===== src/design/wmslp_pkg.sv =====
// ----------------------------------------------------------------------------
// wmslp_pkg
// Types, codes and keyword constants shared by the modem status line parser.
// ----------------------------------------------------------------------------
package wmslp_pkg;

  localparam int WIN_LEN = 17;
  localparam int NUM_KW  = 12;

  // Input beat commands.
  typedef enum logic [1:0] {
    CMD_BYTE      = 2'd0,
    CMD_MQTT_UP   = 2'd1,
    CMD_MQTT_FAIL = 2'd2,
    CMD_TIMEOUT   = 2'd3
  } cmd_t;

  // Connection stages.
  localparam logic [1:0] STAGE_INIT = 2'd0;
  localparam logic [1:0] STAGE_WIFI = 2'd1;
  localparam logic [1:0] STAGE_TCP  = 2'd2;
  localparam logic [1:0] STAGE_MQTT = 2'd3;

  // Reconnect timer requests.
  localparam logic [1:0] REQ_NONE    = 2'd0;
  localparam logic [1:0] REQ_RESTART = 2'd1;
  localparam logic [1:0] REQ_CLEAR   = 2'd2;

  // Characters of interest.
  localparam logic [7:0] CHAR_NUL   = 8'h00;
  localparam logic [7:0] CHAR_LF    = 8'h0A;
  localparam logic [7:0] CHAR_SP    = 8'h20;
  localparam logic [7:0] CHAR_TAB   = 8'h09;
  localparam logic [7:0] CHAR_CR    = 8'h0D;
  localparam logic [7:0] CHAR_COMMA = 8'h2C;
  localparam logic [7:0] CHAR_PLUS  = 8'h2B;
  localparam logic [7:0] CHAR_MINUS = 8'h2D;
  localparam logic [7:0] CHAR_0     = 8'h30;
  localparam logic [7:0] CHAR_9     = 8'h39;

  // Keyword indexes into the hit vector.
  localparam int KW_GOTIP    = 0;
  localparam int KW_WCONN    = 1;
  localparam int KW_WDISC    = 2;
  localparam int KW_CWJAP    = 3;
  localparam int KW_CLOSED   = 4;
  localparam int KW_CFAIL    = 5;
  localparam int KW_ERROR    = 6;
  localparam int KW_ALREADY  = 7;
  localparam int KW_CCONNECT = 8;
  localparam int KW_LINKED   = 9;
  localparam int KW_FAIL     = 10;
  localparam int KW_IPD      = 11;

  // Keyword text, right-justified: the last character sits in the low byte.
  localparam logic [8*WIN_LEN-1:0] KW_TEXT [NUM_KW] = '{
    "GOT IP", "WIFI CONNECTED", "WIFI DISCONNECT", "+CWJAP:", "CLOSED",
    "CONNECT FAIL", "ERROR", "ALREADY CONNECTED", ",CONNECT", "LINKED",
    "FAIL", "+IPD"
  };
  localparam int KW_LEN [NUM_KW] = '{6, 14, 15, 7, 6, 12, 5, 17, 8, 6, 4, 4};

  // Parsed magnitude saturates here; enough to tell both clamp limits apart.
  localparam logic [7:0] MAG_SAT = 8'd129;

  // Window of recent text bytes, index 0 is the newest.
  typedef logic [WIN_LEN-1:0][7:0] win_t;

  // Per-byte control from the line tracker to the matcher and number parser.
  typedef struct packed {
    logic       step;   // a text byte is stored and matched
    logic       clear;  // line ends at this beat
    logic [7:0] data;
  } byte_ctl_t;

  // One status result.
  typedef struct packed {
    logic              wifi_up;
    logic              mqtt_up;
    logic              tcp_closed;
    logic signed [7:0] signal_dbm;
    logic [1:0]        stage_now;
    logic [1:0]        reconnect_request;
    logic              from_line;
  } status_t;

  // Compares every keyword against the tail of the window.
  function automatic logic [NUM_KW-1:0] kw_scan(input win_t w);
    logic [NUM_KW-1:0] hit;
    hit = '1;
    for (int k = 0; k < NUM_KW; k++) begin
      for (int i = 0; i < WIN_LEN; i++) begin
        if (i < KW_LEN[k] && w[i] != KW_TEXT[k][8*i +: 8]) begin
          hit[k] = 1'b0;
        end
      end
    end
    return hit;
  endfunction

endpackage


===== src/design/wmslp_host_if.sv =====
// ----------------------------------------------------------------------------
// wmslp_host_if
// Input channel: modem bytes and link events with a valid/ready handshake.
// ----------------------------------------------------------------------------
interface wmslp_host_if;
  logic       valid;
  logic       ready;
  logic [1:0] cmd;
  logic [7:0] rx_byte;

  modport source (output valid, output cmd, output rx_byte, input ready);
  modport sink   (input valid, input cmd, input rx_byte, output ready);
endinterface


===== src/design/wmslp_status_if.sv =====
// ----------------------------------------------------------------------------
// wmslp_status_if
// Output channel: link status results with a valid/ready handshake.
// ----------------------------------------------------------------------------
interface wmslp_status_if;
  logic              valid;
  logic              ready;
  logic              wifi_up;
  logic              mqtt_up;
  logic              tcp_closed;
  logic signed [7:0] signal_dbm;
  logic [1:0]        stage_now;
  logic [1:0]        reconnect_request;
  logic              from_line;

  modport source (output valid, output wifi_up, output mqtt_up, output tcp_closed,
                  output signal_dbm, output stage_now, output reconnect_request,
                  output from_line, input ready);
  modport sink   (input valid, input wifi_up, input mqtt_up, input tcp_closed,
                  input signal_dbm, input stage_now, input reconnect_request,
                  input from_line, output ready);
endinterface


===== src/design/wmslp_match.sv =====
// ----------------------------------------------------------------------------
// wmslp_match
// Sliding window of recent text bytes and the per-line keyword hit bits.
// ----------------------------------------------------------------------------
module wmslp_match
  import wmslp_pkg::*;
(
  input  logic              clk,
  input  logic              rst,
  input  byte_ctl_t         ctl,
  output logic [NUM_KW-1:0] hits,
  output logic [NUM_KW-1:0] hits_line
);

  win_t              win;
  win_t              win_next;
  logic [NUM_KW-1:0] hits_next;

  assign win_next  = {win[WIN_LEN-2:0], ctl.data};
  assign hits_next = hits | kw_scan(win_next);
  // Hits including the current beat, as seen when the line ends here.
  assign hits_line = ctl.step ? hits_next : hits;

  always_ff @(posedge clk) begin
    if (rst || ctl.clear) begin
      win  <= '0;
      hits <= '0;
    end else if (ctl.step) begin
      win  <= win_next;
      hits <= hits_next;
    end
  end

endmodule


===== src/design/wmslp_num.sv =====
// ----------------------------------------------------------------------------
// wmslp_num
// Signal strength number parser: space skip, sign, digits, saturation.
// ----------------------------------------------------------------------------
module wmslp_num
  import wmslp_pkg::*;
(
  input  logic              clk,
  input  logic              rst,
  input  byte_ctl_t         ctl,
  input  logic              cwjap_seen,
  output logic              parsed,
  output logic signed [7:0] value
);

  typedef enum logic [3:0] {
    PH_IDLE = 4'b0001,
    PH_SKIP = 4'b0010,
    PH_NUM  = 4'b0100,
    PH_DONE = 4'b1000
  } phase_t;

  phase_t      phase;
  phase_t      phase_next;
  logic        neg;
  logic        neg_next;
  logic [7:0]  mag;
  logic [7:0]  mag_next;
  logic [10:0] mag_acc;
  logic        is_digit;
  logic        is_space;

  assign is_digit = ctl.data >= CHAR_0 && ctl.data <= CHAR_9;
  assign is_space = ctl.data inside {[CHAR_TAB:CHAR_CR], CHAR_SP};
  assign mag_acc  = {3'b000, mag} * 11'd10 + {7'd0, ctl.data[3:0]};

  always_comb begin
    phase_next = phase;
    neg_next   = neg;
    mag_next   = mag;
    if (ctl.step) begin
      // A comma after the join keyword restarts the number.
      if (ctl.data == CHAR_COMMA && cwjap_seen) begin
        phase_next = PH_SKIP;
        neg_next   = 1'b0;
        mag_next   = '0;
      end else begin
        case (phase)
          PH_SKIP: begin
            if (ctl.data == CHAR_PLUS || ctl.data == CHAR_MINUS) begin
              neg_next   = ctl.data == CHAR_MINUS;
              phase_next = PH_NUM;
            end else if (is_digit) begin
              mag_next   = {4'd0, ctl.data[3:0]};
              phase_next = PH_NUM;
            end else if (!is_space) begin
              phase_next = PH_DONE;
            end
          end
          PH_NUM: begin
            if (is_digit) begin
              mag_next = (mag_acc > 11'(MAG_SAT)) ? MAG_SAT : mag_acc[7:0];
            end else begin
              phase_next = PH_DONE;
            end
          end
          default: begin
          end
        endcase
      end
    end
  end

  assign parsed = phase_next != PH_IDLE;

  always_comb begin
    if (neg_next) begin
      value = (mag_next > 8'd128) ? -8'sd128 : signed'(8'(9'd0 - {1'b0, mag_next}));
    end else begin
      value = (mag_next > 8'd127) ? 8'sd127 : signed'(mag_next);
    end
  end

  always_ff @(posedge clk) begin
    if (rst || ctl.clear) begin
      phase <= PH_IDLE;
      neg   <= 1'b0;
      mag   <= '0;
    end else begin
      phase <= phase_next;
      neg   <= neg_next;
      mag   <= mag_next;
    end
  end

endmodule


===== src/design/wifi_modem_status_line_parser_unit.sv =====
// ----------------------------------------------------------------------------
// wifi_modem_status_line_parser_unit
// Gathers modem response lines, matches status keywords and link events,
// and reports the resulting wifi, mqtt and tcp status.
// ----------------------------------------------------------------------------
// Path: an accepted beat goes through the input register, then the result register.
// Throughput: one beat per cycle unless the status side stalls; the window compare,
// number parser and status rules all fit between the input and result registers.
// Reset: synchronous; clears all flags, the line state and both valid bits.
// ----------------------------------------------------------------------------
module wifi_modem_status_line_parser_unit
  import wmslp_pkg::*;
#(
  parameter int LINE_MAX = 1023
)
(
  input  logic           clk,
  input  logic           rst,
  wmslp_host_if.sink     host,
  wmslp_status_if.source status
);

  localparam int LEN_W = $clog2(LINE_MAX + 1);

  // Input register.
  logic       hold_valid;
  cmd_t       hold_cmd;
  logic [7:0] hold_byte;

  // Result register.
  logic    res_valid;
  status_t res;

  // Line state.
  logic [LEN_W-1:0] line_length;
  logic             text_ended;
  logic             has_text;

  // Link state.
  logic              wifi_flag, mqtt_flag, closed_flag;
  logic signed [7:0] rssi_value;
  logic [1:0]        stage_reg;

  logic              wifi_next, mqtt_next, closed_next;
  logic signed [7:0] rssi_next;
  logic [1:0]        stage_next;
  logic [1:0]        req;
  logic              emit;
  logic              line_done;

  logic              slot_free;
  logic              proc;
  logic              is_byte;
  logic              store;
  logic              has_text_line;
  byte_ctl_t         ctl;
  logic [NUM_KW-1:0] hits;
  logic [NUM_KW-1:0] hits_line;
  logic              num_parsed;
  logic signed [7:0] num_value;

  assign slot_free  = !res_valid || status.ready;
  assign proc       = hold_valid && slot_free;
  assign host.ready = !hold_valid || slot_free;

  always_ff @(posedge clk) begin
    if (rst) begin
      hold_valid <= 1'b0;
    end else if (host.ready) begin
      hold_valid <= host.valid;
    end
  end

  always_ff @(posedge clk) begin
    if (host.valid && host.ready) begin
      hold_cmd  <= cmd_t'(host.cmd);
      hold_byte <= host.rx_byte;
    end
  end

  // Bytes beyond the line limit are dropped, but a newline still ends the line.
  assign is_byte       = proc && hold_cmd == CMD_BYTE;
  assign store         = is_byte && line_length < LEN_W'(LINE_MAX);
  assign ctl.step      = store && !text_ended && hold_byte != CHAR_NUL;
  assign ctl.clear     = is_byte && hold_byte == CHAR_LF;
  assign ctl.data      = hold_byte;
  assign has_text_line = has_text || ctl.step;

  always_ff @(posedge clk) begin
    if (rst || ctl.clear) begin
      line_length <= '0;
      text_ended  <= 1'b0;
      has_text    <= 1'b0;
    end else if (store) begin
      line_length <= line_length + 1'b1;
      if (!text_ended && hold_byte == CHAR_NUL) begin
        text_ended <= 1'b1;
      end
      if (ctl.step) begin
        has_text <= 1'b1;
      end
    end
  end

  wmslp_match u_match (
    .clk       (clk),
    .rst       (rst),
    .ctl       (ctl),
    .hits      (hits),
    .hits_line (hits_line)
  );

  wmslp_num u_num (
    .clk        (clk),
    .rst        (rst),
    .ctl        (ctl),
    .cwjap_seen (hits[KW_CWJAP]),
    .parsed     (num_parsed),
    .value      (num_value)
  );

  // Status rules; at line end later rules override earlier ones.
  always_comb begin
    wifi_next   = wifi_flag;
    mqtt_next   = mqtt_flag;
    closed_next = closed_flag;
    rssi_next   = rssi_value;
    stage_next  = stage_reg;
    req         = REQ_NONE;
    emit        = 1'b0;
    line_done   = 1'b0;
    if (proc) begin
      case (hold_cmd)
        CMD_MQTT_UP: begin
          mqtt_next  = 1'b1;
          stage_next = STAGE_MQTT;
          emit       = 1'b1;
        end
        CMD_MQTT_FAIL: begin
          mqtt_next   = 1'b0;
          closed_next = 1'b1;
          emit        = 1'b1;
        end
        CMD_TIMEOUT: begin
          wifi_next   = 1'b0;
          mqtt_next   = 1'b0;
          closed_next = 1'b1;
          stage_next  = STAGE_INIT;
          req         = REQ_CLEAR;
          emit        = 1'b1;
        end
        CMD_BYTE: begin
          if (ctl.clear && has_text_line) begin
            emit      = 1'b1;
            line_done = 1'b1;
            if (hits_line[KW_GOTIP]) begin
              wifi_next  = 1'b1;
              stage_next = STAGE_WIFI;
              req        = REQ_RESTART;
            end else if (hits_line[KW_WCONN]) begin
              wifi_next  = 1'b1;
              stage_next = STAGE_WIFI;
            end
            if (hits_line[KW_WDISC]) begin
              wifi_next   = 1'b0;
              mqtt_next   = 1'b0;
              closed_next = 1'b1;
              stage_next  = STAGE_INIT;
              req         = REQ_CLEAR;
            end
            if (hits_line[KW_CWJAP]) begin
              if (num_parsed) begin
                rssi_next = num_value;
              end
              wifi_next  = 1'b1;
              stage_next = STAGE_WIFI;
            end
            if (hits_line[KW_CLOSED] || hits_line[KW_CFAIL] || hits_line[KW_ERROR]) begin
              mqtt_next   = 1'b0;
              closed_next = 1'b1;
              if (stage_next inside {STAGE_TCP, STAGE_MQTT}) begin
                stage_next = STAGE_WIFI;
              end
            end
            if ((hits_line[KW_ALREADY] || hits_line[KW_CCONNECT] || hits_line[KW_LINKED])
                && !(hits_line[KW_FAIL] || hits_line[KW_ERROR])) begin
              closed_next = 1'b0;
              stage_next  = STAGE_TCP;
            end
            if (hits_line[KW_IPD]) begin
              closed_next = 1'b0;
              if (stage_next inside {STAGE_INIT, STAGE_WIFI}) begin
                stage_next = STAGE_TCP;
              end
            end
          end
        end
        default: begin
        end
      endcase
    end
  end

  always_ff @(posedge clk) begin
    if (rst) begin
      wifi_flag   <= 1'b0;
      mqtt_flag   <= 1'b0;
      closed_flag <= 1'b0;
      rssi_value  <= '0;
      stage_reg   <= STAGE_INIT;
    end else begin
      wifi_flag   <= wifi_next;
      mqtt_flag   <= mqtt_next;
      closed_flag <= closed_next;
      rssi_value  <= rssi_next;
      stage_reg   <= stage_next;
    end
  end

  // The result register refills or empties whenever its slot frees up.
  always_ff @(posedge clk) begin
    if (rst) begin
      res_valid <= 1'b0;
    end else if (slot_free) begin
      res_valid <= emit;
    end
  end

  always_ff @(posedge clk) begin
    if (slot_free && emit) begin
      res.wifi_up           <= wifi_next;
      res.mqtt_up           <= mqtt_next;
      res.tcp_closed        <= closed_next;
      res.signal_dbm        <= rssi_next;
      res.stage_now         <= stage_next;
      res.reconnect_request <= req;
      res.from_line         <= line_done;
    end
  end

  assign status.valid             = res_valid;
  assign status.wifi_up           = res.wifi_up;
  assign status.mqtt_up           = res.mqtt_up;
  assign status.tcp_closed        = res.tcp_closed;
  assign status.signal_dbm        = res.signal_dbm;
  assign status.stage_now         = res.stage_now;
  assign status.reconnect_request = res.reconnect_request;
  assign status.from_line         = res.from_line;

  // A timer restart only comes from a line that leaves wifi up.
  a_restart_wifi: assert property (@(posedge clk) disable iff (rst)
    res_valid && res.reconnect_request == REQ_RESTART |-> res.wifi_up && res.from_line)
    else $error("restart request without wifi up");

  // An event that clears the timer is the link timeout, which drops everything.
  a_timeout_state: assert property (@(posedge clk) disable iff (rst)
    res_valid && !res.from_line && res.reconnect_request == REQ_CLEAR
      |-> !res.wifi_up && !res.mqtt_up && res.tcp_closed && res.stage_now == STAGE_INIT)
    else $error("timeout result with inconsistent status");

  a_len_bound: assert property (@(posedge clk) disable iff (rst)
    line_length <= LEN_W'(LINE_MAX))
    else $error("line length past limit");

  // Text can only end on a stored byte.
  a_ended_len: assert property (@(posedge clk) disable iff (rst)
    text_ended |-> line_length != '0)
    else $error("text ended on an empty line");

  // A stalled result must not be overwritten.
  a_res_hold: assert property (@(posedge clk) disable iff (rst)
    res_valid && !status.ready |=> res_valid && $stable(res))
    else $error("pending result changed");

endmodule


===== src/flat_wrapper.sv =====
// flat-port wrapper written by rule: the top's interface ports become plain ports
module wifi_modem_status_line_parser_unit_flat import wmslp_pkg::*;
#(
  parameter int LINE_MAX = 1023
)
  (clk, rst, host_valid, host_cmd, host_rx_byte, host_ready, status_valid, status_wifi_up, status_mqtt_up, status_tcp_closed, status_signal_dbm, status_stage_now, status_reconnect_request, status_from_line, status_ready);
  wmslp_host_if host_i ();
  wmslp_status_if status_i ();
  input  logic clk;
  input  logic rst;
  input wire logic [$bits(host_i.valid)-1:0] host_valid;
  input wire logic [$bits(host_i.cmd)-1:0] host_cmd;
  input wire logic [$bits(host_i.rx_byte)-1:0] host_rx_byte;
  output wire logic [$bits(host_i.ready)-1:0] host_ready;
  output wire logic [$bits(status_i.valid)-1:0] status_valid;
  output wire logic [$bits(status_i.wifi_up)-1:0] status_wifi_up;
  output wire logic [$bits(status_i.mqtt_up)-1:0] status_mqtt_up;
  output wire logic [$bits(status_i.tcp_closed)-1:0] status_tcp_closed;
  output wire logic [$bits(status_i.signal_dbm)-1:0] status_signal_dbm;
  output wire logic [$bits(status_i.stage_now)-1:0] status_stage_now;
  output wire logic [$bits(status_i.reconnect_request)-1:0] status_reconnect_request;
  output wire logic [$bits(status_i.from_line)-1:0] status_from_line;
  input wire logic [$bits(status_i.ready)-1:0] status_ready;
  assign host_i.valid = host_valid;
  assign host_i.cmd = host_cmd;
  assign host_i.rx_byte = host_rx_byte;
  assign host_ready = host_i.ready;
  assign status_valid = status_i.valid;
  assign status_wifi_up = status_i.wifi_up;
  assign status_mqtt_up = status_i.mqtt_up;
  assign status_tcp_closed = status_i.tcp_closed;
  assign status_signal_dbm = status_i.signal_dbm;
  assign status_stage_now = status_i.stage_now;
  assign status_reconnect_request = status_i.reconnect_request;
  assign status_from_line = status_i.from_line;
  assign status_i.ready = status_ready;
  wifi_modem_status_line_parser_unit #(.LINE_MAX(LINE_MAX)) u_core (.clk(clk), .rst(rst), .host(host_i), .status(status_i));
endmodule

===== config.mk =====
export PLATFORM = sky130hd
export DESIGN_NAME = wifi_modem_status_line_parser_unit_flat
export DESIGN_NICKNAME = d
export VERILOG_FILES = /design/src/design/wmslp_pkg.sv /design/src/design/wmslp_host_if.sv /design/src/design/wmslp_status_if.sv /design/src/design/wmslp_match.sv /design/src/design/wmslp_num.sv /design/src/design/wifi_modem_status_line_parser_unit.sv /design/src/flat_wrapper.sv
export SDC_FILE = /design/constraint.sdc
export NUM_CORES = 1
export LEC_CHECK = 0
export ABC_AREA = 0
export BUFFER_PORTS_ARGS = -buffer_cell sky130_fd_sc_hd__buf_4
export CAP_MARGIN = 10
export CORE_ASPECT_RATIO = 1.4
export CORE_UTILIZATION = 62
export DETAILED_ROUTE_END_ITERATION = 16
export GPL_ROUTABILITY_DRIVEN = 0
export PLACE_DENSITY = 0.81
export SYNTH_ARGS = -nofsm -noshare
export SYNTH_HDL_FRONTEND = slang
export SYNTH_SLANG_ARGS = --single-unit

===== constraint.sdc =====
create_clock -name clk -period 4.9 [get_ports clk]
set_input_delay 1.225 -clock clk [delete_from_list [all_inputs] [get_ports clk]]
set_output_delay 1.225 -clock clk [all_outputs]
set_load 0.1 [all_outputs]

==> out/summary.txt, run 1 <==
effective utilization at floorplan - 64.0%
WP data required - 5.14 ns
number of CTS-inserted buffers - 20
Avg WL per Cell - 17.1 µm
result of the run - complete, no violations
Synth Area per Inst - 8.25 µm²
most common library cell in the layout ignoring fill and taps - sky130_fd_sc_hd__nand2_1
global route total overflow - 0
Area Growth Syn to Fin - 10.3%
Slew @ Worst Pin - 1.09 ns
Peak Freq - 221 MHz
Hold Fails Final Rpt - 0
fill count - 1225
endpoint of the worst-slack reg-to-reg timing path - u_core.status.signal_dbm[4]
Die Width - 108 µm
wirelength, routed - 23.8 mm
Post-Layout Inst Area - 10700 µm²
clock tree skew after final layout - 0.0113 ns
cell depth of the worst flop-to-flop path - 15
netlist area before placement - 9730 µm²
met1 Resource Use GR - 34.7%
worst voltage drop across the vdd grid - 0.303 mV
worst slew margin relative to its limit - 27.5%
Critical Path Start - u_core.u_num.mag[1]
post-synth top area cell - sky130_fd_sc_hd__dfxtp_1
fraction of power spent switching nets - 22.5%
count of flip-flops with a built-in enable after synthesis - 26
compound-gate portion of the synthesized area - 16.5%
router iterations before antenna repair - 5
gate count after technology mapping - 1179
post-cts hold buffer count - 0
GRT busiest layer - met2
crit path DAT - 4.76 ns
Seq/Total Area, Yosys - 45.1%
DPL Wire Length - 16.2 mm
layout cells sized above 1 - 8.95%
aggregate global-route resource usage - 29.6%
power density over the cells - 316 nW/µm²
Chip Height - 150 µm
number of cells in the design after placement - 1352
count of non-filler cells in the finished layout - 1388
type of element capturing the critical path - register
leak pwr - 3.64 nW
final-layout setup total negative slack - 0 ns
capturing element of the worst setup path - u_core.status.signal_dbm[4]
minimum setup slack in the final design - 0.383 ns
number of flip-flops in the largest register - 128
layout net count - 1219
number of levels in the clock H-tree - 1
share of the clock period used by the worst path - 92.2%
highest-count cells in the layout ignoring fill and taps - 295 x sky130_fd_sc_hd__nand2_1, 180 x sky130_fd_sc_hd__dfxtp_1, 154 x sky130_fd_sc_hd__a21oi_1
Yosys warning count - 0
r2r setup slk - 0.38 ns
number of pins with negative max-slew slack in the final report - 0
relative contribution of sequential cells to total power - 51.2%
RSZ-0062 raised after global routing - no
buffers added on ports - 31
post-CTS setup buffer count - 0
cell area after placement - 10100 µm²
Syn Nets - 1216
Detail Route Antenna Nets - 0
count of state elements after synthesis - 206
area share of fa/ha/maj cells after synthesis - 3.11%
vias per inst - 6.14
Critical Path Fanout Max - 7
CTS clk-pin slew, worst paths - 0.07 ns
root buf cell - sky130_fd_sc_hd__clkbuf_16
Die ar. - 16200 µm²
Netlist cell types - 85
area share of xor/xnor cells in the synthesized design - 1.53%
number of placement rows - 53
number of violations reported at the end of detailed-routing iteration 0 - 655
Cell Int Power - 2.63 mW
simple-gate area share of the yosys netlist - 30.3%
CTS Buffer Depth - 3
global routing usage on met3 - 3.98%
global-route track usage on met2 - 53.4%
most used flip-flop cell after synthesis - sky130_fd_sc_hd__dfxtp_1
dominant cells by area after synthesis - sky130_fd_sc_hd__dfxtp_1 37%, sky130_fd_sc_hd__nand2_1 11%, sky130_fd_sc_hd__edfxtp_1 8.0%, sky130_fd_sc_hd__a21oi_1 7.9%, sky130_fd_sc_hd__nor2_1 3.0%
num ports - 32
PostCTS Resize Cnt - 0
clock insertion delay at the later pin of the skew report - 0.50 ns
register name with the most flops - u_core.u_match.win
largest family of logic cells by synthesized area - simple AND/OR/NAND/NOR gates
largest registers ranked by flip-flop count - u_core.u_match.win: 128 flops, u_core.u_match.hits: 12 flops, u_core.line_length: 10 flops
clock tree from TritonCTS - done
wire length of the first global-routing pass - 38.8 mm
net load switching power - 0.762 mW
Synth top area share - 37.1%
mux cell area share after synthesis - 0.437%
count of unresolved DRC violations after routing - 0
WS Path Type - register to register
Critical Path Start Type - register
clock network fraction of total power - 44.9%
Comb power frac - 3.9%
largest net degree at the start of global routing - 113
clock net sink count - 206
fraction of registers with async set/reset - 0%
Final Setup Violations - 0
total of max-cap violations - 0
minimum clock period after layout - 4.52 ns
floorplan core area - 15200 µm²
Worst Hold Class - register to register
overall via count from detail_route - 8528
Total Power Consumption - 3.39 mW
count of antenna diodes in the layout - 0
vias in the first global route - 7939
antenna violations before repair - 0
DP Worst Slack - 0.480 ns
Worst R2R Start - u_core.u_num.mag[1]
## critical path: stages (launching register included)
cell	delay, ns
sky130_fd_sc_hd__dfxtp_1	0.44
sky130_fd_sc_hd__ha_1	0.27
sky130_fd_sc_hd__ha_1	0.24
sky130_fd_sc_hd__fa_1	0.42
sky130_fd_sc_hd__a211oi_1	0.43
sky130_fd_sc_hd__nor2_1	0.14
sky130_fd_sc_hd__nor3b_2	0.26
sky130_fd_sc_hd__a21o_1	0.16
sky130_fd_sc_hd__a21boi_1	0.08
sky130_fd_sc_hd__or2_2	0.35
sky130_fd_sc_hd__a32oi_2	0.31
sky130_fd_sc_hd__ha_1	0.37
sky130_fd_sc_hd__nand3_1	0.15
sky130_fd_sc_hd__mux2i_1	0.15
sky130_fd_sc_hd__a211oi_1	0.42
sky130_fd_sc_hd__nor2_1	0.08
## synthesized netlist by cell type (all sizes together) (16+ instances only)
| library cell | count |
|---|---|
| ha | 21 |
| buf | 18 |
| o21ai | 30 |
| a21oi | 154 |
| nand2 | 295 |
| nor4b | 16 |
| nor2 | 78 |
| dfxtp | 180 |
| nor3 | 29 |
| clkbuf | 44 |
| nor2b | 20 |
| nand4 | 22 |
| edfxtp | 26 |
| nand3 | 21 |
## per-layer routing
metal,share of wire [%],wire length [µm]
met1,40,9500
met2,52,12400
met3,4.3,1020
met4,3.6,863
met5,0,0
## logic make-up after synthesis
kind of cell	after synthesis
AND/OR/NAND/NOR	589
multiplexers	4
adder cells (fa/ha/maj)	23
AO/OA/AOI/OAI	264
XOR/XNOR	17
buffers and inverters	76
flip-flops	206
## layout make-up
| cell class | count | area (µm²) | area share (%) |
|---|---|---|---|
| Multi-Input combinational cell | 897 | 5060 | 47.2 |
| Sequential cell | 206 | 4380 | 40.9 |
| Clock buffer | 26 | 564 | 5.26 |
| Timing Repair Buffer | 43 | 335 | 3.13 |
| Tap cell | 192 | 240 | 2.24 |
| Clock inverter | 10 | 88.8 | 0.828 |
| Inverter | 14 | 52.6 | 0.490 |
## through the flow
step                      hold slack [ns]  util [%]
final                               0.458      70.6
after floorplan                     0.432         -
after global placement              0.444      66.3
after detailed placement            0.451      66.3
after global routing                0.475      70.6
after CTS                           0.460      70.6
## power by group through the flow
| stage | combinational (mW) | sequential [mW] | clock (mW) |
|---|---|---|---|
| after floorplan | 0.0733 | 1.79 | 0 |
| after global placement | 0.132 | 1.77 | 0 |
| after detailed placement | 0.133 | 1.77 | 0 |
| after CTS | 0.133 | 1.73 | 1.55 |
| after global routing | 0.143 | 1.73 | 1.61 |
| final | 0.134 | 1.73 | 1.52 |
## worst min path at each step
stage          slack, ns                     from                       to  cells past startpoint
6_report            0.46  u_core.u_match.win[125]  u_core.u_match.win[125]                      2
5_1_grt             0.47  u_core.u_match.win[124]  u_core.u_match.win[124]                      2
4_1_cts             0.46  u_core.u_match.win[125]  u_core.u_match.win[125]                      2
3_5_place_dp        0.45  u_core.u_match.win[125]  u_core.u_match.win[125]                      2
3_3_place_gp        0.44  u_core.u_match.win[126]  u_core.u_match.win[126]                      2
2_1_floorplan       0.43  u_core.u_match.win[126]  u_core.u_match.win[126]                      2
No activity file was read; power rests on OpenSTA's default activity.
==> run 2, diff against run 1 <==
--- a/config.mk
+++ b/config.mk
@@ -7,12 +7,11 @@
 export LEC_CHECK = 0
 export ABC_AREA = 0
 export BUFFER_PORTS_ARGS = -buffer_cell sky130_fd_sc_hd__buf_4
-export CAP_MARGIN = 10
 export CORE_ASPECT_RATIO = 1.4
 export CORE_UTILIZATION = 62
 export DETAILED_ROUTE_END_ITERATION = 16
-export GPL_ROUTABILITY_DRIVEN = 0
-export PLACE_DENSITY = 0.81
+export PLACE_DENSITY = 0.8
 export SYNTH_ARGS = -nofsm -noshare
 export SYNTH_HDL_FRONTEND = slang
+export SYNTH_HIERARCHICAL = 1
 export SYNTH_SLANG_ARGS = --single-unit
==> run 2 against run 1 <==
Combinational power grew 25%. Highest routed layer unchanged. Die area is 5.7% higher. Critical path type unchanged. Global-route usage rose by 0.61 points. Hold slack gained 0.0019 ns. Utilization down 0.067 points.
==> out/summary.txt, run 2 <==
global-route track usage on met2 - 54.5%
Detail Route Antenna Nets - 0
largest net degree at the start of global routing - 74
global route total overflow - 0
total of max-cap violations - 0
clock tree from TritonCTS - done
Slew @ Worst Pin - 1.05 ns
Peak Freq - 225 MHz
number of violations reported at the end of detailed-routing iteration 0 - 591
wirelength, routed - 25.9 mm
RSZ-0062 raised after global routing - no
number of levels in the clock H-tree - 1
Netlist cell types - 93
most common library cell in the layout ignoring fill and taps - sky130_fd_sc_hd__nor2_1
WS Path Type - register to register
GRT busiest layer - met2
root buf cell - sky130_fd_sc_hd__clkbuf_16
leading post-synthesis cells by instance count - 182 x sky130_fd_sc_hd__nor2_1, 180 x sky130_fd_sc_hd__dfxtp_1, 132 x sky130_fd_sc_hd__mux2i_1
worst voltage drop across the vdd grid - 0.302 mV
num ports - 32
fill count - 1250
count of antenna diodes in the layout - 0
clock tree skew after final layout - 0.0145 ns
met1 Resource Use GR - 33.0%
Worst Hold Class - register to register
count of unresolved DRC violations after routing - 0
weighted congestion reported at the end of routability-driven placement - 0.955
CTS clk-pin slew, worst paths - 0.07 ns
vias in the first global route - 8276
most used flip-flop cell after synthesis - sky130_fd_sc_hd__dfxtp_1
Final Core Density - 70.6%
result of the run - complete, no violations
number of CTS-inserted buffers - 21
power density over the cells - 306 nW/µm²
clock net sink count - 206
wire length of the first global-routing pass - 41.9 mm
post-synth top area cell - sky130_fd_sc_hd__dfxtp_1
Area Growth Syn to Fin - 10.9%
layout cells sized above 1 - 13.4%
vias per inst - 6.39
floorplan core area - 16200 µm²
number of flip-flops in the largest register - 128
Chip Height - 154 µm
Die Width - 111 µm
count of flip-flops with a built-in enable after synthesis - 26
WP data required - 5.34 ns
antenna violations before repair - 0
largest registers ranked by flip-flop count - u_core/u_match/win: 128 flops, u_core/u_match/hits: 12 flops, u_core/line_length: 10 flops
Avg WL per Cell - 19.8 µm
Die ar. - 17100 µm²
Final Setup Violations - 0
DPL Wire Length - 18.4 mm
Synth top area share - 35.0%
Syn Nets - 1103
net load switching power - 0.802 mW
Cell Int Power - 2.69 mW
dominant cells by area after synthesis - sky130_fd_sc_hd__dfxtp_1 35%, sky130_fd_sc_hd__mux2i_1 13%, sky130_fd_sc_hd__edfxtp_1 7.6%, sky130_fd_sc_hd__nor2_1 6.6%, sky130_fd_sc_hd__ha_1 2.6%
layout net count - 1130
Critical Path Start Type - register
netlist area before placement - 10300 µm²
effective utilization at floorplan - 63.6%
Total Power Consumption - 3.49 mW
final-layout setup total negative slack - 0 ns
cell area after placement - 10700 µm²
buffers added on ports - 31
leak pwr - 4.00 nW
Post-Layout Inst Area - 11400 µm²
share of the clock period used by the worst path - 90.9%
number of pins with negative max-slew slack in the final report - 0
number of placement rows - 55
minimum clock period after layout - 4.45 ns
most common cell in the synthesized netlist - sky130_fd_sc_hd__nor2_1
aggregate global-route resource usage - 30.2%
Critical Path Fanout Max - 8
router iterations before antenna repair - 5
relative contribution of sequential cells to total power - 49.8%
worst slew margin relative to its limit - 30.3%
overall via count from detail_route - 8355
fraction of registers with async set/reset - 0%
Seq/Total Area, Yosys - 42.6%
Hold Fails Final Rpt - 0
fraction of power spent switching nets - 23.0%
Synth Area per Inst - 9.65 µm²
crit path DAT - 4.89 ns
global routing usage on met3 - 4.58%
CTS Buffer Depth - 3
Yosys warning count - 6
register name with the most flops - u_core/u_match/win
clock network fraction of total power - 45.4%
gate count after technology mapping - 1066
count of state elements after synthesis - 206
Comb power frac - 4.8%
clock insertion delay at the later pin of the skew report - 0.51 ns
highest-count cells in the layout ignoring fill and taps - 182 x sky130_fd_sc_hd__nor2_1, 180 x sky130_fd_sc_hd__dfxtp_1, 132 x sky130_fd_sc_hd__mux2i_1
type of element capturing the critical path - register
-- run 2: critical path, stage by stage, from the launching register on --
cell and delay [ns]:
sky130_fd_sc_hd__dfxtp_1 0.36, sky130_fd_sc_hd__ha_1 0.30, sky130_fd_sc_hd__ha_1 0.16, sky130_fd_sc_hd__inv_1 0.05, sky130_fd_sc_hd__fa_1 0.39, sky130_fd_sc_hd__nand2b_1 0.17
sky130_fd_sc_hd__a21oi_2 0.18, sky130_fd_sc_hd__xor2_1 0.23, sky130_fd_sc_hd__nand4_1 0.11, sky130_fd_sc_hd__or3_1 0.40, sky130_fd_sc_hd__and2_4 0.20, sky130_fd_sc_hd__o21ai_2 0.25
sky130_fd_sc_hd__ha_2 0.27, sky130_fd_sc_hd__o211ai_1 0.14, sky130_fd_sc_hd__nor4_2 0.27, sky130_fd_sc_hd__a21oi_1 0.20, sky130_fd_sc_hd__a2111oi_2 0.39, sky130_fd_sc_hd__nand3_1 0.14
sky130_fd_sc_hd__a21oi_1 0.17
-- run 2: power groups by stage --
stage	combinational (mW)	sequential (mW)	clock, mW
2_1_floorplan	0.0970	1.80	0
3_3_place_gp	0.165	1.77	0
3_5_place_dp	0.166	1.77	0
4_1_cts	0.167	1.74	1.60
5_1_grt	0.178	1.74	1.67
6_report	0.168	1.74	1.58
-- run 2: worst paths after layout --
path              depth (start not counted)  slack, ns                endpoint                   start
hold / removal                            2       0.46  u_core/u_match/hits[7]  u_core/u_match/hits[7]
setup / recovery                         18       0.45    u_core/rssi_value[5]     u_core/u_num/mag[1]
hold reg to reg                           2       0.46  u_core/u_match/hits[7]  u_core/u_match/hits[7]
setup reg to reg                         18       0.45    u_core/rssi_value[5]     u_core/u_num/mag[1]
-- run 2: area by class of cell --
class                           instances  area [µm²]  area share (%)
Multi-Input combinational cell        795        5620            49.3
Sequential cell                       206        4380            38.4
Clock buffer                           29         597            5.23
Timing Repair Buffer                   52         415            3.64
Tap cell                              199         249            2.18
Clock inverter                          9        81.3           0.713
Inverter                               17        63.8           0.559
-- run 2: layer usage --
| layer | part of all wire [%] | up-vias | wire length, µm |
|---|---|---|---|
| met2 | 51 | 275 | 13200 |
| met3 | 4.5 | 98 | 1150 |
| met4 | 6.0 | 0 | 1540 |
| li1 | - | 3980 | - |
| met1 | 39 | 4002 | 9980 |
| met5 | 0 | - | 0 |
-- run 2: repair_timing --
| action | 4_1_cts | 5_1_grt |
|---|---|---|
| setup buffers | 0 | 0 |
| hold buffers | 0 | 0 |
| endpoints found under the hold margin | 0 | 0 |
| resized for setup | 0 | 3 |
| setup endpoints to repair | 0 | 3 |
-- run 2: kinds of logic after synthesis --
logic type	Yosys count	share of synthesized area [%]
XOR/XNOR	16	1.36
flip-flops	206	42.6
buffers and inverters	65	2.95
AND/OR/NAND/NOR	487	27.3
adder cells (fa/ha/maj)	23	2.94
multiplexers	133	12.9
AO/OA/AOI/OAI	136	9.84
-- run 2: stage by stage --
stage / hold slack (ns) / instances / worst slack [ns]
2_1_floorplan: 0.419 / 1066 / 0.318
3_3_place_gp: 0.444 / 1269 / 0.434
3_5_place_dp: 0.448 / 1269 / 0.241
6_report: 0.460 / 1307 / 0.446
4_1_cts: 0.460 / 1307 / 0.205
5_1_grt: 0.490 / 1307 / 0.0874
==> run 3, diff against run 2 <==
--- a/config.mk
+++ b/config.mk
@@ -8,6 +8,7 @@
 export ABC_AREA = 0
 export BUFFER_PORTS_ARGS = -buffer_cell sky130_fd_sc_hd__buf_4
 export CORE_ASPECT_RATIO = 1.4
+export CORE_MARGIN = 10
 export CORE_UTILIZATION = 62
 export DETAILED_ROUTE_END_ITERATION = 16
 export PLACE_DENSITY = 0.8
==> run 3 against run 2 <==
Global-route usage fell by 7.3 points. Non-clock buffer count is 2 lower. Maximum frequency down 2.3%. Die area up 30%. Clock power decreased by 8%. Power fell by 3.7%. Cell area shrank 0.70%. Sequential share of layout area is 0.27 points higher. Sequential power hardly changed. Register-to-register slack got worse by 0.10 ns. Clock-buffer cell count rose by 3. Largest cell class unchanged. Largest power group unchanged. Via count fell by 0.65%. Critical endpoint is now u_core/status.signal_dbm[0].
==> out/summary.txt, run 3 (synthesis results as in run 2) <==
result of the run - complete, no violations
Final Setup Violations - 0
Worst Hold Class - register to register
router iterations before antenna repair - 5
minimum clock period after layout - 4.56 ns
WS Path Type - register to register
final-layout setup total negative slack - 0 ns
sequential cell area - 4380 µm²
most used cell, CP - sky130_fd_sc_hd__ha_1
Slew @ Worst Pin - 0.772 ns
share of the clock period used by the worst path - 93.0%
Hold Fails Final Rpt - 0
number of CTS-inserted buffers - 21
Area Growth Syn to Fin - 10.1%
final-layout worst hold slack - 0.450 ns
Die Width - 129 µm
global route total overflow - 0
wirelength, routed - 26.0 mm
Chip Height - 172 µm
weighted congestion reported at the end of routability-driven placement - 0.987
area taken by multi-input logic gates - 5620 µm²
Worst R2R Start - u_core/u_num/mag[1]
largest registers ranked by flip-flop count - u_core/u_match/win: 128 flops, u_core/u_match/hits: 12 flops, u_core/line_length: 10 flops
most common library cell in the layout ignoring fill and taps - sky130_fd_sc_hd__nor2_1
Avg WL per Cell - 19.9 µm
RSZ-0062 raised after global routing - no
worst hold start - u_core/u_match/hits[1]
wire length of the first global-routing pass - 41.6 mm
DPL Wire Length - 18.5 mm
r2r setup slk - 0.34 ns
PostCTS Resize Cnt - 0
fill count - 1313
floorplan core area - 16200 µm²
count of antenna diodes in the layout - 0
number of placement rows - 55
leak pwr - 3.97 nW
clock tree skew after final layout - 0.0149 ns
Critical Path Start - u_core/u_num/mag[1]
clock tree from TritonCTS - done
aggregate global-route resource usage - 22.9%
CTS Buffer Depth - 3
crit path DAT - 4.81 ns
layout cells sized above 1 - 12.6%
clock net sink count - 206
buffers added on ports - 31
Critical Path Start Type - register
number of flip-flops in the largest register - 128
worst voltage drop across the vdd grid - 0.272 mV
vias per inst - 6.38
number of levels in the clock H-tree - 1
overall via count from detail_route - 8301
cell area after placement - 10700 µm²
Detail Route Antenna Nets - 0
root buf cell - sky130_fd_sc_hd__clkbuf_16
vias in the first global route - 8120
standard cell with the maximum stage delay on the critical path - sky130_fd_sc_hd__o41ai_4
Post-Layout Inst Area - 11300 µm²
antenna violations before repair - 0
worst slew margin relative to its limit - 48.6%
Total Power Consumption - 3.36 mW
layout net count - 1128
WP data required - 5.15 ns
register name with the most flops - u_core/u_match/win
Peak Freq - 219 MHz
post-CTS setup buffer count - 0
highest-count cells in the layout ignoring fill and taps - 182 x sky130_fd_sc_hd__nor2_1, 180 x sky130_fd_sc_hd__dfxtp_1, 132 x sky130_fd_sc_hd__mux2i_1
number of pins with negative max-slew slack in the final report - 0
post-cts hold buffer count - 0
number of violations reported at the end of detailed-routing iteration 0 - 632
CTS clk-pin slew, worst paths - 0.06 ns
power density over the cells - 296 nW/µm²
total of max-cap violations - 0
cells along the critical path - ha_1 -> ha_1 -> inv_1 -> fa_1 -> nand2b_1 -> a21oi_2 -> xor2_1 -> nand4_1 -> or3_1 -> and2_4 -> o41ai_4 -> inv_1 -> ha_1 -> o211ai_1 -> nor4_2 -> a21oi_1 -> o22ai_1 -> nand3_1 -> nand2_1
effective utilization at floorplan - 63.4%
type of element capturing the critical path - register
num ports - 32
count of unresolved DRC violations after routing - 0
Die ar. - 22200 µm²
largest stage delay on the critical path - 0.45 ns
clock insertion delay at the later pin of the skew report - 0.50 ns
largest net degree at the start of global routing - 85
Critical Path Fanout Max - 8
[run 3: cell types whose count changed in the layout (fill, tap and decap cells not counted)]
cell | before | now
sky130_fd_sc_hd__ha_1 | 20 | 21
sky130_fd_sc_hd__clkinvlp_4 | 2 | 0
sky130_fd_sc_hd__clkinv_2 | 3 | 2
sky130_fd_sc_hd__bufinv_16 | 1 | 0
sky130_fd_sc_hd__ha_2 | 1 | 0
sky130_fd_sc_hd__buf_4 | 50 | 48
sky130_fd_sc_hd__clkbuf_1 | 5 | 8
sky130_fd_sc_hd__inv_4 | 2 | 0
sky130_fd_sc_hd__clkbuf_16 | 22 | 21
sky130_fd_sc_hd__clkbuf_8 | 2 | 3
[run 3: power by group]
group          switching (mW)  internal (mW)
registers              0.0159           1.72
clock network           0.621          0.835
logic                   0.113         0.0520
total                   0.750           2.61
[run 3: area by class of cell]
type	count	share of cell area [%]
Clock inverter	3	0.166
Inverter	17	0.563
Tap cell	199	2.20
Timing Repair Buffer	50	3.53
Sequential cell	206	38.7
Multi-Input combinational cell	795	49.6
Clock buffer	32	5.27
[run 3: worst paths after layout]
path                            endpoint  cells after the start
min reg2reg       u_core/u_match/hits[1]                      2
min               u_core/u_match/hits[1]                      2
max          u_core/status.signal_dbm[0]                     19
max reg2reg  u_core/status.signal_dbm[0]                     19
[run 3: layer usage]
layer  part of all wire, %  global-route usage (%)  vias up  wire length (µm)
met2                    51                    42.4      286             13300
met3                   5.3                    3.43       99              1370
met4                   4.6                    10.9        0              1200
met5                     0                       0        -                 0
li1                      -                       -     3969                 -
met1                    39                    25.0     3947             10100
[run 3: per-stage QoR]
| stage | std cells | utilization [%] | setup slack, ns |
|---|---|---|---|
| after floorplan | 1066 | - | 0.318 |
| after global placement | 1267 | 65.9 | 0.369 |
| after detailed placement | 1267 | 65.9 | 0.245 |
| after CTS | 1302 | 69.7 | 0.198 |
| after global routing | 1302 | 69.8 | 0.0264 |
| final | 1302 | 69.8 | 0.342 |
[run 3: worst max-delay path: cells and delay by family, from the launching register on]
family,cells,cell delay [ns]
compound gates,5,1.26
xor+xnor,1,0.24
fa+ha+maj,4,1.13
buf+inv,2,0.17
flops,1,0.36
simple gates,7,1.14
